File: src/rtl/rcccdm_pkg.sv
// ============================================================================
// rcccdm_pkg: shared constants and types for the RCCC demosaic
// Geometry limits, field widths, register indexes and the step record that
// passes from the front end to the back end.
// ============================================================================
package rcccdm_pkg;

    // geometry and pixel format
    localparam int MAX_COLS    = 2048;
    localparam int MAX_ROWS    = 4096;
    localparam int MIN_DIM     = 4;
    localparam int PIX_W       = 12;
    localparam int WIN         = 5;
    localparam int STORE_ROWS  = WIN - 1;
    localparam int LINE_W      = STORE_ROWS * PIX_W;
    localparam int COL_AW      = $clog2(MAX_COLS);
    localparam int ROW_W       = $clog2(MAX_ROWS);
    localparam int COLS_W      = $clog2(MAX_COLS + 1);
    localparam int ROWS_W      = $clog2(MAX_ROWS + 1);
    localparam int DIM_W       = 16;
    localparam int TDATA_W     = ((PIX_W + 7) / 8) * 8;
    localparam int QUEUE_DEPTH = 2;

    // configuration port
    localparam int CFG_COLS_W  = 12;
    localparam int CFG_ROWS_W  = 13;
    localparam int ORDER_W     = 2;
    localparam int CFG_W       = 13;
    localparam int CFG_IDX_W   = 2;
    localparam logic [CFG_IDX_W-1:0] REG_FRAME_COLS  = 2'd0;
    localparam logic [CFG_IDX_W-1:0] REG_FRAME_ROWS  = 2'd1;
    localparam logic [CFG_IDX_W-1:0] REG_COLOR_ORDER = 2'd2;

    // input kinds
    localparam logic OP_PIXEL = 1'b0;
    localparam logic OP_DRAIN = 1'b1;

    // border mirroring along one axis
    typedef struct packed {
        logic far_a_fwd;    // distance-2 low side taken from +2
        logic far_b_back;   // distance-2 high side taken from -2
        logic near_a_fwd;   // distance-1 low side taken from +1
        logic near_b_back;  // distance-1 high side taken from -1
    } mirror_t;

    // one raster step handed to the back end
    typedef struct packed {
        logic [PIX_W-1:0]  pix;
        logic [COL_AW-1:0] addr;
        logic              emit;
        logic              last;
        logic              red;
        mirror_t           h;
        mirror_t           v;
    } step_t;

    function automatic mirror_t mirror_flags(input logic [DIM_W-1:0] pos,
                                             input logic [DIM_W-1:0] n);
        mirror_t        m;
        logic [DIM_W:0] p4;
        logic [DIM_W:0] p1;
        p4 = {1'b0, pos} + (DIM_W+1)'(4);
        p1 = {1'b0, pos} + (DIM_W+1)'(1);
        m.far_a_fwd   = pos < DIM_W'(2);
        m.far_b_back  = (pos >= DIM_W'(2)) && (p4 > {1'b0, n});
        m.near_a_fwd  = pos == '0;
        m.near_b_back = p1 >= {1'b0, n};
        return m;
    endfunction

endpackage

File: src/rtl/rcccdm_queue.sv
// ============================================================================
// rcccdm_queue: step queue between front and back end
// Small register FIFO that lets either side stall on its own.
// ============================================================================
module rcccdm_queue
    import rcccdm_pkg::*;
(
    input  logic  clk,
    input  logic  rst_n,
    input  logic  push,
    input  step_t push_data,
    output logic  full,
    input  logic  pop,
    output step_t pop_data,
    output logic  nonempty
);

    localparam int QA_W = $clog2(QUEUE_DEPTH);
    localparam int QC_W = $clog2(QUEUE_DEPTH + 1);

    step_t             slot_reg [QUEUE_DEPTH];
    logic [QA_W-1:0]   wr_ptr_reg, rd_ptr_reg;
    logic [QC_W-1:0]   count_reg, count_next;

    assign full     = count_reg == QC_W'(QUEUE_DEPTH);
    assign nonempty = count_reg != '0;
    assign pop_data = slot_reg[rd_ptr_reg];

    always_comb
    begin
        count_next = count_reg;
        if (push && !pop)
            count_next = count_reg + QC_W'(1);
        else if (pop && !push)
            count_next = count_reg - QC_W'(1);
    end

    // storage
    always_ff @(posedge clk)
    begin
        if (push)
            slot_reg[wr_ptr_reg] <= push_data;
    end

    // pointers
    always_ff @(posedge clk or negedge rst_n)
    begin
        if (!rst_n)
        begin
            wr_ptr_reg <= '0;
            rd_ptr_reg <= '0;
            count_reg  <= '0;
        end
        else
        begin
            if (push)
                wr_ptr_reg <= (int'(wr_ptr_reg) == QUEUE_DEPTH - 1) ? '0
                                                                   : wr_ptr_reg + QA_W'(1);
            if (pop)
                rd_ptr_reg <= (int'(rd_ptr_reg) == QUEUE_DEPTH - 1) ? '0
                                                                   : rd_ptr_reg + QA_W'(1);
            count_reg <= count_next;
        end
    end

    a_count_bound: assert property (@(posedge clk) disable iff (!rst_n)
        int'(count_reg) <= QUEUE_DEPTH)
        else $error("queue overfilled");

endmodule

File: config.mk
export PLATFORM = sky130hd
export DESIGN_NAME = rcccdm_queue
export DESIGN_NICKNAME = d
export VERILOG_FILES = /design/src/rtl/rcccdm_pkg.sv /design/src/rtl/rcccdm_queue.sv
export SDC_FILE = /design/constraint.sdc
export NUM_CORES = 1
export LEC_CHECK = 0
export BUFFER_PORTS_ARGS = -buffer_cell sky130_fd_sc_hd__buf_4
export CORE_ASPECT_RATIO = 1.1
export CORE_UTILIZATION = 30
export CTS_BUF_LIST = sky130_fd_sc_hd__clkbuf_16
export DETAILED_ROUTE_END_ITERATION = 7
export PLACE_DENSITY_LB_ADDON = 0.1
export SETUP_SLACK_MARGIN = 0.4
export SYNTH_ARGS = -nofsm -noshare
export SYNTH_HDL_FRONTEND = slang
export SYNTH_SLANG_ARGS = --single-unit
File: constraint.sdc
create_clock -name clk -period 7.15 [get_ports clk]
set_input_delay 1.0725 -clock clk [delete_from_list [all_inputs] [get_ports clk]]
set_output_delay 1.0725 -clock clk [all_outputs]
set_load 0.05 [all_outputs]
==> flow_summary.ini, run 1 <==
[yosys]
synthSimpleGateAreaFrac_pct = 1.030
yosysWarnings = 0
synth_top_family_by_area = multiplexers
ys_types = 14
synth_cells = 122
yosysSeqAreaShare_pct = 76.67
synth-compound-area-share_pct = 0
syn_area_um2 = 2794
synth_fa_ha_area_share_pct = 0.4478
syn_nets = 161
synth-xor-area-share_pct = 1.567
syn_area_per_cell_um2 = 22.90
synthMuxAreaShare_pct = 17.60
ys_seq_elements = 72

[run]
maxCapViolations = 0

[drt]
via_per_inst = 4.190
vias = 1345
post_drt_wl_per_cell_um = 14.76
routed_wirelength_um = 4737
drcViolationCount = 0
first_pass_iters = 4
ant_nets = 0
drtIter0Drc = 81

[run_status]
status = completed

[min_path]
whs_path_depth = 1
hp-class = flop to flop
holdPathEnd = count_reg[1]$_DFFE_PN0P_
hold_start = count_reg[1]$_DFFE_PN0P_

[timing]
fin_worst_skew_ps = 2.602
setup_viol = 0
fin_crit_ps = 3107
slew_viol_final = 0
rsz0062_at_grt = false
setup_ws_ps = 4043
worst_slew_pin_slew_ps = 1112
hold_viol = 0
clock.fmax_ghz = 0.3218
maxSlewHeadroom_pct = 25.89
min_period_over_period_pct = 43.46
hold_slack_ps = 489.9
fin_tns_setup_ps = 0

[placed_design]
gp_congestion = 0.6427
io_buffers = 73
pre_cts_ws_ps = 4336
dp_hpwl_um = 3003

[global_routing]
antenna_found_initial = 0
grt_pass1_vias = 1439
grt_pass1_wl_um = 7031
grt_overflow = 0
grt.total_usage_pct = 10.14
grt_max_degree = 36

[clocking]
cts_resized = 0
clk_pin_slew_ps = 50
clock_latency_ps = 320
hold_buffers = 0
cts_setup_buffers = 0
cts_tree = done
clock-root-buffer = clkbuf_16
clock_path_buffers = 2
htreeDepth = 3
cts_num_sinks = 72
cts_made_buffers = 9

[critical_path]
path_max_fanout = 35
cp-start-kind = flop
critPathKind = flop to output port
critPathCaptureType = output port
r2r-start = wr_ptr_reg$_DFFE_PN0P_
reg2reg_depth = 1
critPathArrivalTime_ps = 2030
reg2reg_to = slot_reg[0][20]$_DFFE_PP_
reg2reg_slack_ps = 5520
required_ps = 6080

[floorplan]
fp.dieW_um = 94.02
die_area_um2 = 9704
start_util_pct = 31.17
io_pins = 74
core_area_um2 = 8964
rows = 36
die_h_um = 103.2

[pwr]
switching_share_pct = 37.38
seq_power_share_pct = 36.7
clkPwrFrac_pct = 24.1
p_sw_mw = 0.6566
p_leak_nw = 1.479
ir_drop_uv = 312.4
intPower_mw = 1.100
p_per_area_nw_per_um2 = 473.3
p_comb_share_pct = 39.2

[layout]
n_antenna_cell = 0
final_util_pct = 41.40
final_common_cell = buf_4
fin_nets = 241
final_cell_mix = buf_4, edfxtp_1, mux2_4
largest_reg_flops = 68
drive_above_1_share_pct = 60.39
area_growth_pct = 32.83
-- power by group through the flow --
stage	combinational, mW	sequential, mW	clock [mW]
floorplan	0.604	0.592	0
global placement	0.695	0.649	0
detailed placement	0.698	0.656	0
CTS	0.700	0.648	0.435
global route	0.719	0.658	0.450
finish	0.689	0.644	0.423
-- worst max-delay path: stages (launching register included) --
cell and delay [ps]:
dfrtp_2 1100, mux2_2 420, buf_4 190
-- cell type report --
type / instances / area (µm²)
clock buffer: 9 / 225.2
clock inverter: 7 / 62.56
fill: 832 / 5253
inverter: 1 / 3.754
multi-input combinational: 45 / 585.6
sequential: 72 / 2143
tap: 114 / 142.6
timing repair buffer: 73 / 548.0
-- cells in the mapped netlist, drive strengths merged --
cell	instances	area (µm²)
and2	1	6.260
nor2	1	3.750
nor2b	2	12.51
edfxtp	68	2042
inv	1	3.750
or2	1	6.260
ha	1	12.51
buf	4	71.32
mux2	34	491.7
dfrtp	4	100.1
xor2	4	35.03
xnor2	1	8.760
-- kinds of logic (layout without fill, tap and decap cells) --
logic type / count (synthesis) / count (layout)
buf+inv: 5 / 90
xor+xnor: 5 / 5
flops: 72 / 72
mux: 34 / 34
simple gates: 5 / 5
fa+ha+maj: 1 / 1
-- how the worst max path moves through the flow --
stage / to / from / slack [ps] / cells after the start
floorplan: slot_reg[0][0]$_DFFE_PP_ / push / 4120 / 1
global placement: pop_data[20] / rd_ptr_reg$_DFFE_PN0P_ / 4370 / 2
detailed placement: pop_data[20] / rd_ptr_reg$_DFFE_PN0P_ / 4340 / 2
CTS: pop_data[20] / rd_ptr_reg$_DFFE_PN0P_ / 3990 / 2
global route: pop_data[14] / rd_ptr_reg$_DFFE_PN0P_ / 3940 / 2
finish: pop_data[20] / rd_ptr_reg$_DFFE_PN0P_ / 4040 / 2
-- per-stage QoR --
stage / power (mW) / instances / cell area, µm²
floorplan: 1.196 / 122 / 2794
global placement: 1.344 / 305 / 3423
detailed placement: 1.355 / 305 / 3423
CTS: 1.782 / 321 / 3711
global route: 1.826 / 321 / 3711
finish: 1.756 / 321 / 3711
-- routing by layer --
layer	global-route usage [%]	wire (µm)	up-vias
met3	3.509	276	8
met1	10.87	1835	662
met4	5.680	81	0
li1	-	-	630
met5	0	0	-
met2	17.57	2543	45
Power figures use the tool's default switching activity.
==> inputs of run 2 (changes only) <==
==> constraint.sdc (replaced) <==
create_clock -name clk -period 2.8 [get_ports clk]
set_input_delay 0.42 -clock clk [delete_from_list [all_inputs] [get_ports clk]]
set_output_delay 0.42 -clock clk [all_outputs]
set_load 0.05 [all_outputs]
==> run 2 against run 1 <==
Against the previous run:
- via count is 0.89% higher
- register-to-register slack worse by 4300 ps
- sequential share of layout area is 0.50 points lower
==> flow_summary.ini, run 2 (synthesis results as in run 1) <==
[run_status]
status = completed

[critical_path]
path_max_fanout = 16
critPathKind = flop to output port
required_ps = 2380
reg2reg_slack_ps = 1250
cp-start-kind = flop
critPathArrivalTime_ps = 1800
critPathCaptureType = output port
reg2reg_depth = 1

[pwr]
clkPwrFrac_pct = 23.2
p_sw_mw = 1.659
power_mw = 4.484
seq_power_share_pct = 35.0
ir_drop_uv = 541.8
p_leak_nw = 1.507
intPower_mw = 2.825
switching_share_pct = 36.99
p_per_area_nw_per_um2 = 1198
p_comb_share_pct = 41.8

[timing]
fin_crit_ps = 2225
worst_slew_pin_slew_ps = 856.4
clock.fmax_ghz = 0.4495
rsz0062_at_grt = false
hold_slack_ps = 284.8
maxSlewHeadroom_pct = 42.91
hold_viol = 0
setup_viol = 0
min_period_over_period_pct = 79.46
slew_viol_final = 0
setup_ws_ps = 575.2
fin_worst_skew_ps = 2.946
fin_tns_setup_ps = 0

[floorplan]
fp.dieW_um = 94.02
io_pins = 74
die_h_um = 103.2
rows = 36
core_area_um2 = 8964
die_area_um2 = 9704
start_util_pct = 31.17

[min_path]
whs_path_depth = 2
hp-class = input port to flop

[layout]
finish.instance_area_um2 = 3744
seqCellArea_um2 = 2143
final_cell_mix = buf_4, edfxtp_1, mux2_4
area_growth_pct = 33.99
final_util_pct = 41.76
fin_nets = 245
n_antenna_cell = 0
drive_above_1_share_pct = 61.24
final_common_cell = buf_4
largest_reg_flops = 68
num-fill-cells = 804
fin_cells = 323
multi_input_area_um2 = 585.6

[global_routing]
grt_max_degree = 35
grt_pass1_vias = 1434
grt_pass1_wl_um = 7100
grt.total_usage_pct = 10.28
grt_overflow = 0
antenna_found_initial = 0

[clocking]
clock-root-buffer = clkbuf_16
cts_tree = done
clock_path_buffers = 2
cts_made_buffers = 9
cts_num_sinks = 72
clk_pin_slew_ps = 50
clock_latency_ps = 320
htreeDepth = 3

[drt]
ant_nets = 0
post_drt_wl_per_cell_um = 14.46
first_pass_iters = 4
via_per_inst = 4.201
vias = 1357
drcViolationCount = 0
drtIter0Drc = 38
routed_wirelength_um = 4672

[placed_design]
dp_hpwl_um = 3176
pre_cts_ws_ps = 885.0
placed_cell_area_um2 = 3458
dp_cells = 308
io_buffers = 73
gp_congestion = 0.6589

[run]
maxCapViolations = 0
run 2: metal layers:
metal  up-vias  routed length (µm)  part of all wire [%]  global-route usage [%]
met5         -                   0                     0                       0
met4         0                  45                  0.96                   6.036
met3         6                 272                   5.8                   3.289
met2        44                2561                    55                   18.25
met1       670                1792                    38                   10.73
li1        637                   -                     -                       -
run 2: area by class of cell:
class,count,area share (%)
Tap cell,114,3.810
Sequential cell,72,57.25
Timing Repair Buffer,77,15.84
Multi-Input combinational cell,45,15.64
Clock buffer,9,6.016
Clock inverter,5,1.337
Inverter,1,0.1003
run 2: path summary, 6_finish.rpt:
path | from | end
max | rd_ptr_reg$_DFFE_PN0P_ | pop_data[33]
min | pop | rd_ptr_reg$_DFFE_PN0P_
max reg2reg | wr_ptr_reg$_DFFE_PN0P_ | slot_reg[1][15]$_DFFE_PP_
min reg2reg | count_reg[1]$_DFFE_PN0P_ | count_reg[1]$_DFFE_PN0P_
max in group asynchronous | rst_n | rd_ptr_reg$_DFFE_PN0P_
min in group asynchronous | rst_n | count_reg[1]$_DFFE_PN0P_
run 2: worst max-delay path, cell delays in order, from the launching register on:
cell     delay (ps)
dfrtp_2         680
buf_4           290
mux2_4          310
buf_4           190
run 2: timing repair:
item                      in CTS  in global routing
buffers inserted               0                  0
hold endpoints to repair       4                  0
hold buffers                   1                  0
resized for setup              0                  0
run 2: power groups by stage:
stage                     sequential [mW]  combinational, mW  clock (mW)
after floorplan                      1.51               1.54           0
after global placement               1.58               1.88           0
after detailed placement             1.59               1.90           0
after CTS                            1.57               1.91        1.07
after global routing                 1.60               1.96        1.11
final                                1.57               1.87        1.04
