--- config.mk ---
export PLATFORM = sky130hd
export DESIGN_NAME = rcccdm_front
export DESIGN_NICKNAME = d
export VERILOG_FILES = /design/src/rtl/rcccdm_pkg.sv /design/src/rtl/rcccdm_front.sv
export SDC_FILE = /design/constraint.sdc
export NUM_CORES = 1
export LEC_CHECK = 0
export ABC_AREA = 0
export BUFFER_PORTS_ARGS = -buffer_cell sky130_fd_sc_hd__clkbuf_2
export CORE_ASPECT_RATIO = 2
export CORE_MARGIN = 2
export CORE_UTILIZATION = 65
export DETAILED_ROUTE_END_ITERATION = 12
export GPL_TIMING_DRIVEN = 0
export PLACE_DENSITY = 0.95
export SYNTH_ARGS = -nofsm -noshare
export SYNTH_HDL_FRONTEND = slang
export SYNTH_SLANG_ARGS = --single-unit
--- constraint.sdc ---
create_clock -name clk -period 8.6 [get_ports clk]
set_clock_uncertainty 0.05 [all_clocks]
set_input_delay 0.43 -clock clk [delete_from_list [all_inputs] [get_ports clk]]
set_output_delay 0.43 -clock clk [all_outputs]
set_load 0.03 [all_outputs]
--- src/rtl/rcccdm_pkg.sv ---
// ============================================================================
// rcccdm_pkg: shared constants and types for the RCCC demosaic
// Geometry limits, field widths, register indexes and the step record that
// passes from the front end to the back end.
// ============================================================================
package rcccdm_pkg;

    // geometry and pixel format
    localparam int MAX_COLS    = 2048;
    localparam int MAX_ROWS    = 4096;
    localparam int MIN_DIM     = 4;
    localparam int PIX_W       = 12;
    localparam int WIN         = 5;
    localparam int STORE_ROWS  = WIN - 1;
    localparam int LINE_W      = STORE_ROWS * PIX_W;
    localparam int COL_AW      = $clog2(MAX_COLS);
    localparam int ROW_W       = $clog2(MAX_ROWS);
    localparam int COLS_W      = $clog2(MAX_COLS + 1);
    localparam int ROWS_W      = $clog2(MAX_ROWS + 1);
    localparam int DIM_W       = 16;
    localparam int TDATA_W     = ((PIX_W + 7) / 8) * 8;
    localparam int QUEUE_DEPTH = 2;

    // configuration port
    localparam int CFG_COLS_W  = 12;
    localparam int CFG_ROWS_W  = 13;
    localparam int ORDER_W     = 2;
    localparam int CFG_W       = 13;
    localparam int CFG_IDX_W   = 2;
    localparam logic [CFG_IDX_W-1:0] REG_FRAME_COLS  = 2'd0;
    localparam logic [CFG_IDX_W-1:0] REG_FRAME_ROWS  = 2'd1;
    localparam logic [CFG_IDX_W-1:0] REG_COLOR_ORDER = 2'd2;

    // input kinds
    localparam logic OP_PIXEL = 1'b0;
    localparam logic OP_DRAIN = 1'b1;

    // border mirroring along one axis
    typedef struct packed {
        logic far_a_fwd;    // distance-2 low side taken from +2
        logic far_b_back;   // distance-2 high side taken from -2
        logic near_a_fwd;   // distance-1 low side taken from +1
        logic near_b_back;  // distance-1 high side taken from -1
    } mirror_t;

    // one raster step handed to the back end
    typedef struct packed {
        logic [PIX_W-1:0]  pix;
        logic [COL_AW-1:0] addr;
        logic              emit;
        logic              last;
        logic              red;
        mirror_t           h;
        mirror_t           v;
    } step_t;

    function automatic mirror_t mirror_flags(input logic [DIM_W-1:0] pos,
                                             input logic [DIM_W-1:0] n);
        mirror_t        m;
        logic [DIM_W:0] p4;
        logic [DIM_W:0] p1;
        p4 = {1'b0, pos} + (DIM_W+1)'(4);
        p1 = {1'b0, pos} + (DIM_W+1)'(1);
        m.far_a_fwd   = pos < DIM_W'(2);
        m.far_b_back  = (pos >= DIM_W'(2)) && (p4 > {1'b0, n});
        m.near_a_fwd  = pos == '0;
        m.near_b_back = p1 >= {1'b0, n};
        return m;
    endfunction

endpackage

--- src/rtl/rcccdm_front.sv ---
// ============================================================================
// rcccdm_front: transaction intake and classification
// Holds the configuration registers and frame counters, decides for each
// transaction whether it is a step and whether that step emits a pixel, and
// precomputes the border and red-site flags for the emitted position.
// ============================================================================
module rcccdm_front
    import rcccdm_pkg::*;
(
    input  logic                 clk,
    input  logic                 rst_n,
    input  logic                 cfg_we,
    input  logic [CFG_IDX_W-1:0] cfg_index,
    input  logic [CFG_W-1:0]     cfg_data,
    input  logic                 s_tvalid,
    output logic                 s_tready,
    input  logic [TDATA_W-1:0]   s_tdata,   // [11:0] pixel_in
    input  logic                 s_tuser,   // [0] opcode
    input  logic                 q_full,
    output logic                 push,
    output step_t                push_data
);

    logic [CFG_COLS_W-1:0] cols_cfg_reg;
    logic [CFG_ROWS_W-1:0] rows_cfg_reg;
    logic [ORDER_W-1:0]    order_cfg_reg;
    logic [COLS_W-1:0]     act_cols_reg, act_cols_next;
    logic [ROWS_W-1:0]     act_rows_reg, act_rows_next;
    logic [ORDER_W-1:0]    act_order_reg, act_order_next;
    logic [COL_AW-1:0]     in_col_reg, in_col_next;
    logic [ROW_W-1:0]      in_row_reg, in_row_next;
    logic [COL_AW-1:0]     out_col_reg, out_col_next;
    logic [ROW_W-1:0]      out_row_reg, out_row_next;
    logic                  drain_reg, drain_next;

    logic                  acc, step, first, emit, last, red;
    logic [COLS_W-1:0]     cols_sat, cols_eff;
    logic [ROWS_W-1:0]     rows_sat, rows_eff;
    logic [ORDER_W-1:0]    order_eff;

    assign s_tready = !q_full;
    assign acc      = s_tvalid && s_tready;
    // pixels are taken only outside a drain, drains only inside one
    assign step     = acc && ((s_tuser == OP_DRAIN) ? drain_reg : !drain_reg);
    assign first    = (s_tuser == OP_PIXEL) && (in_col_reg == '0) && (in_row_reg == '0);

    // clamp the geometry registers
    always_comb
    begin
        if (int'(cols_cfg_reg) < MIN_DIM)
            cols_sat = COLS_W'(MIN_DIM);
        else if (int'(cols_cfg_reg) > MAX_COLS)
            cols_sat = COLS_W'(MAX_COLS);
        else
            cols_sat = COLS_W'(cols_cfg_reg);
        if (int'(rows_cfg_reg) < MIN_DIM)
            rows_sat = ROWS_W'(MIN_DIM);
        else if (int'(rows_cfg_reg) > MAX_ROWS)
            rows_sat = ROWS_W'(MAX_ROWS);
        else
            rows_sat = ROWS_W'(rows_cfg_reg);
    end

    assign cols_eff  = first ? cols_sat      : act_cols_reg;
    assign rows_eff  = first ? rows_sat      : act_rows_reg;
    assign order_eff = first ? order_cfg_reg : act_order_reg;

    // output starts two lines and two pixels behind the input
    assign emit = drain_reg || (in_row_reg >= ROW_W'(3))
               || ((in_row_reg == ROW_W'(2)) && (in_col_reg >= COL_AW'(2)));
    assign last = drain_reg
               && (COLS_W'(out_col_reg) + COLS_W'(1) == cols_eff)
               && (ROWS_W'(out_row_reg) + ROWS_W'(1) == rows_eff);
    assign red  = (out_col_reg[0] == order_eff[0]) && (out_row_reg[0] == order_eff[1]);

    // step record
    always_comb
    begin
        push           = step;
        push_data.pix  = s_tdata[PIX_W-1:0];
        push_data.addr = in_col_reg;
        push_data.emit = emit;
        push_data.last = last;
        push_data.red  = red;
        push_data.h    = mirror_flags(DIM_W'(out_col_reg), DIM_W'(cols_eff));
        push_data.v    = mirror_flags(DIM_W'(out_row_reg), DIM_W'(rows_eff));
    end

    // counter update
    always_comb
    begin
        act_cols_next  = act_cols_reg;
        act_rows_next  = act_rows_reg;
        act_order_next = act_order_reg;
        in_col_next    = in_col_reg;
        in_row_next    = in_row_reg;
        out_col_next   = out_col_reg;
        out_row_next   = out_row_reg;
        drain_next     = drain_reg;
        if (step)
        begin
            if (first)
            begin
                act_cols_next  = cols_sat;
                act_rows_next  = rows_sat;
                act_order_next = order_cfg_reg;
            end
            if (emit && !last)
            begin
                if (COLS_W'(out_col_reg) + COLS_W'(1) == cols_eff)
                begin
                    out_col_next = '0;
                    out_row_next = out_row_reg + ROW_W'(1);
                end
                else
                    out_col_next = out_col_reg + COL_AW'(1);
            end
            if (last)
            begin
                out_col_next = '0;
                out_row_next = '0;
                in_col_next  = '0;
                in_row_next  = '0;
                drain_next   = 1'b0;
            end
            else if (COLS_W'(in_col_reg) + COLS_W'(1) == cols_eff)
            begin
                in_col_next = '0;
                if (!drain_reg)
                begin
                    if (ROWS_W'(in_row_reg) + ROWS_W'(1) == rows_eff)
                    begin
                        in_row_next = '0;
                        drain_next  = 1'b1;
                    end
                    else
                        in_row_next = in_row_reg + ROW_W'(1);
                end
            end
            else
                in_col_next = in_col_reg + COL_AW'(1);
        end
    end

    always_ff @(posedge clk or negedge rst_n)
    begin
        if (!rst_n)
        begin
            cols_cfg_reg  <= CFG_COLS_W'(MAX_COLS);
            rows_cfg_reg  <= CFG_ROWS_W'(MIN_DIM);
            order_cfg_reg <= '0;
            act_cols_reg  <= COLS_W'(MAX_COLS);
            act_rows_reg  <= ROWS_W'(MIN_DIM);
            act_order_reg <= '0;
            in_col_reg    <= '0;
            in_row_reg    <= '0;
            out_col_reg   <= '0;
            out_row_reg   <= '0;
            drain_reg     <= 1'b0;
        end
        else
        begin
            if (cfg_we && (cfg_index == REG_FRAME_COLS))
                cols_cfg_reg <= cfg_data[CFG_COLS_W-1:0];
            if (cfg_we && (cfg_index == REG_FRAME_ROWS))
                rows_cfg_reg <= cfg_data[CFG_ROWS_W-1:0];
            if (cfg_we && (cfg_index == REG_COLOR_ORDER))
                order_cfg_reg <= cfg_data[ORDER_W-1:0];
            act_cols_reg  <= act_cols_next;
            act_rows_reg  <= act_rows_next;
            act_order_reg <= act_order_next;
            in_col_reg    <= in_col_next;
            in_row_reg    <= in_row_next;
            out_col_reg   <= out_col_next;
            out_row_reg   <= out_row_next;
            drain_reg     <= drain_next;
        end
    end

    // pixels arriving during a drain never reach the back end
    a_no_pixel_in_drain: assert property (@(posedge clk) disable iff (!rst_n)
        (acc && (s_tuser == OP_PIXEL) && drain_reg) |-> !push)
        else $error("pixel pushed during drain");

    // frame end always carries a pixel
    a_last_emits: assert property (@(posedge clk) disable iff (!rst_n)
        (push && push_data.last) |-> push_data.emit)
        else $error("frame end without output");

    // frame end closes the drain
    a_last_ends_drain: assert property (@(posedge clk) disable iff (!rst_n)
        (push && push_data.last) |=> !drain_reg)
        else $error("drain still open after frame end");

endmodule

==> out/results.tsv <==
metric	value	unit
largest_reg_flops	13	
h-tree-depth	3	
grt_max_degree	58	
antenna_found_initial	0	
post-cts-setup-buffers	0	
ant_nets	0	
syn_inst	909	
cts_tree	built	
ys_seq_elements	101	
synth_top_area_share	0.303	
synth.distinct_cells	78	
first_iter_violations	723	
endpoint_kind	output pin	
place.gp.congestion	1.02	
core	12100	um^2
io_buffers	56	
synth.largest_area_cell	dfrtp_1	
grt_pass1_wl	37.0	mm
synth-seq-area-share	0.316	
clock_latency	0.37	ns
root_buffer	clkbuf_16	
grt_usage	0.366	
power.density	193	nW/um^2
regToRegSetupSlack	3.01	ns
num_rows	57	
crit_path_start	in_row_reg[3]	
via_per_inst	6.69	
rsz0062_at_grt	false	
slowest_stage	nor4_2	
wl	23.3	mm
r2r-start	in_row_reg[3]	
irDropWorstVdd	196	uV
yosys_most_used_dff	dfrtp_1	
dp_slack	3.14	ns
hold_buffers	0	
synth_nets	1004	
worstPathArrival	5.52	ns
drc	0	
cts-buffers-inserted	9	
dr_wl_met3	1.51	mm
path_class	register to output pin	
worst_pin_slew	1.21	ns
drv_cap	0	
die_area	13300	um^2
nNetsFinal	1072	
netlist_area	8010	um^2
synth_area_leaders	dfrtp_1 30%, ha_1 9.1%, xnor2_1 5.4%, mux2_2 4.8%, nand2_1 4.5%	
dr.pass1.iters	8	
p_leak	3.97	nW
outcome	completed	
synth_edf_count	0	
fp.dieH	161	um
max_freq	167	MHz
vias	7558	
start_util	0.661	
critPathMaxFanout	10	
die_w	82.5	um
cts_buffer_depth	2	
synth-warning-count	0	
fin_crit_sh	0.698	
fin_tns_setup	0	ns
final_layout_size_suffix_gt1_frac	0.171	
timing.final.ws_setup	2.60	ns
max_stage_delay	0.66	ns
clk_pin_slew	0.08	ns
setup-violations-final	0	
slew_headroom	0.188	
crit_chain	buf_6, or4_4, nor4_2, buf_2, nand2_1, clkbuf_1, nor2_1, a21oi_1, ha_1, nand3_1, or4bb_1, nor4_2, and4_4, buf_6, buf_4, clkbuf_2	
ios	73	
first_global_vias	7573	
area_delta_synth_final	10.1	%
hold_viol	0	
design_area	8820	um^2
hpwl	17.5	mm
maxUsedRoutingLayer	met4	
wl_met1	7.99	mm
required	8.12	ns
reg2reg_depth	17	
worstSetupStartpointType	register	
cts_resized	0	
wl_met2	11.8	mm
cts_sinks	101	
avgSynthCellArea	8.81	um^2
wire_per_inst	20.6	um
nFillCells	899	
hp-class	input pin to async pin	
overflow	0	
worstReg2RegEnd	in_row_reg[3]	
synth-async-reset-ratio	1.00	
maxSlewViolCount	0	
min_period	6.00	ns
n_antenna_cell	0	
place_area	8500	um^2
==> layout make-up <==
type	instances	area, um^2	share of cell area
plain buffers	58	317	0.0359
clock buffers	9	225	0.0255
clock inverters	7	100	0.0113
inverters	32	120	0.0136
multi-input cells	718	5040	0.571
flip-flops and latches	101	2530	0.287
well taps	147	184	0.0208
repair buffers	57	303	0.0343
==> layer usage <==
layer  vias to the layer above  GRT usage
li1                       3385          -
met1                      3570      0.394
met2                       443      0.613
met3                       160     0.0693
met4                         0      0.268
met5                         -          0
==> through the flow <==
step	hold slack, ns	util	std cells	total power (W)
global route	0.209	0.728	1129	0.00177
CTS	0.178	0.728	1129	0.00168
global placement	0.405	0.699	1112	0.00121
detailed placement	0.417	0.701	1113	0.00123
floorplan	0.0844	-	909	0.00103
finish	0.133	0.728	1129	0.00170
==> cells in the mapped netlist, types with 10 or more instances <==
cell type,number
a21oi_1,29
o21ai_1,11
nand2_1,95
nor2_1,46
clkbuf_1,34
mux2_2,34
o21ai_0,58
nand4_1,14
ha_1,58
or4_1,10
dfrtp_1,97
nand3_1,36
and3_1,21
and2_1,13
nor4_1,13
or3_1,14
a21o_1,15
nand2b_1,17
nor3_1,22
inv_1,31
buf_4,16
xnor2_1,49
xor2_1,21
==> worst max-delay path by stage <==
stage,to,slack (ns),cells after the start
2_1_floorplan,push_data[2],4.22,14
3_3_place_gp,push_data[9],3.16,16
3_5_place_dp,push_data[9],3.14,16
4_1_cts,push_data[9],2.75,16
5_1_grt,push_data[9],2.22,15
6_report,push_data[9],2.60,16
==> cell usage in the layout (no fill, tap or decap), types with 10 or more instances in the layout <==
cell type and instances:
xor2_1 21, mux2_2 34, nor4_1 13, nand4_1 14, xnor2_1 49, dfrtp_1 97
or4_1 10, clkbuf_2 55, or3_1 14, a21oi_1 29, inv_1 31, and3_1 21
nand2b_1 17, buf_4 16, ha_1 58, clkbuf_1 34, o21ai_0 58, nand3_1 36
nand2_1 95, a21o_1 15, and2_1 13, nor3_1 22, nor2_1 46, o21ai_1 11
==> kinds of logic (layout without fill, tap and decap cells) <==
| logic type | count (synthesis) | count (layout) | synth area share |
|---|---|---|---|
| AOI/OAI and AO/OA | 189 | 189 | 0.153 |
| xor gates and xnor gates | 71 | 71 | 0.0793 |
| adders and majority gates | 65 | 65 | 0.0993 |
| buffers and inverters | 90 | 163 | 0.0545 |
| DFF | 101 | 101 | 0.316 |
| muxes | 41 | 41 | 0.0565 |
| and+or+nand+nor | 352 | 352 | 0.241 |
==> worst max-delay path: cells and delay by family (launching register included) <==
| family | cells | cell delay [ns] |
|---|---|---|
| adder cells (fa/ha/maj) | 1 | 0.32 |
| AO/OA/AOI/OAI | 1 | 0.09 |
| buffers and inverters | 6 | 1.20 |
| flip-flops | 1 | 0.37 |
| AND/OR/NAND/NOR | 8 | 3.16 |
==> report_power, final <==
group / switching, W / total (W) / internal (W)
clock: 0.000214 / 0.000450 / 0.000236
combinational: 0.000412 / 0.000646 / 0.000234
sequential: 0.0000799 / 0.000604 / 0.000524
total: 0.000706 / 0.00170 / 0.000994
Note: power is estimated with default switching activity, not from simulation.
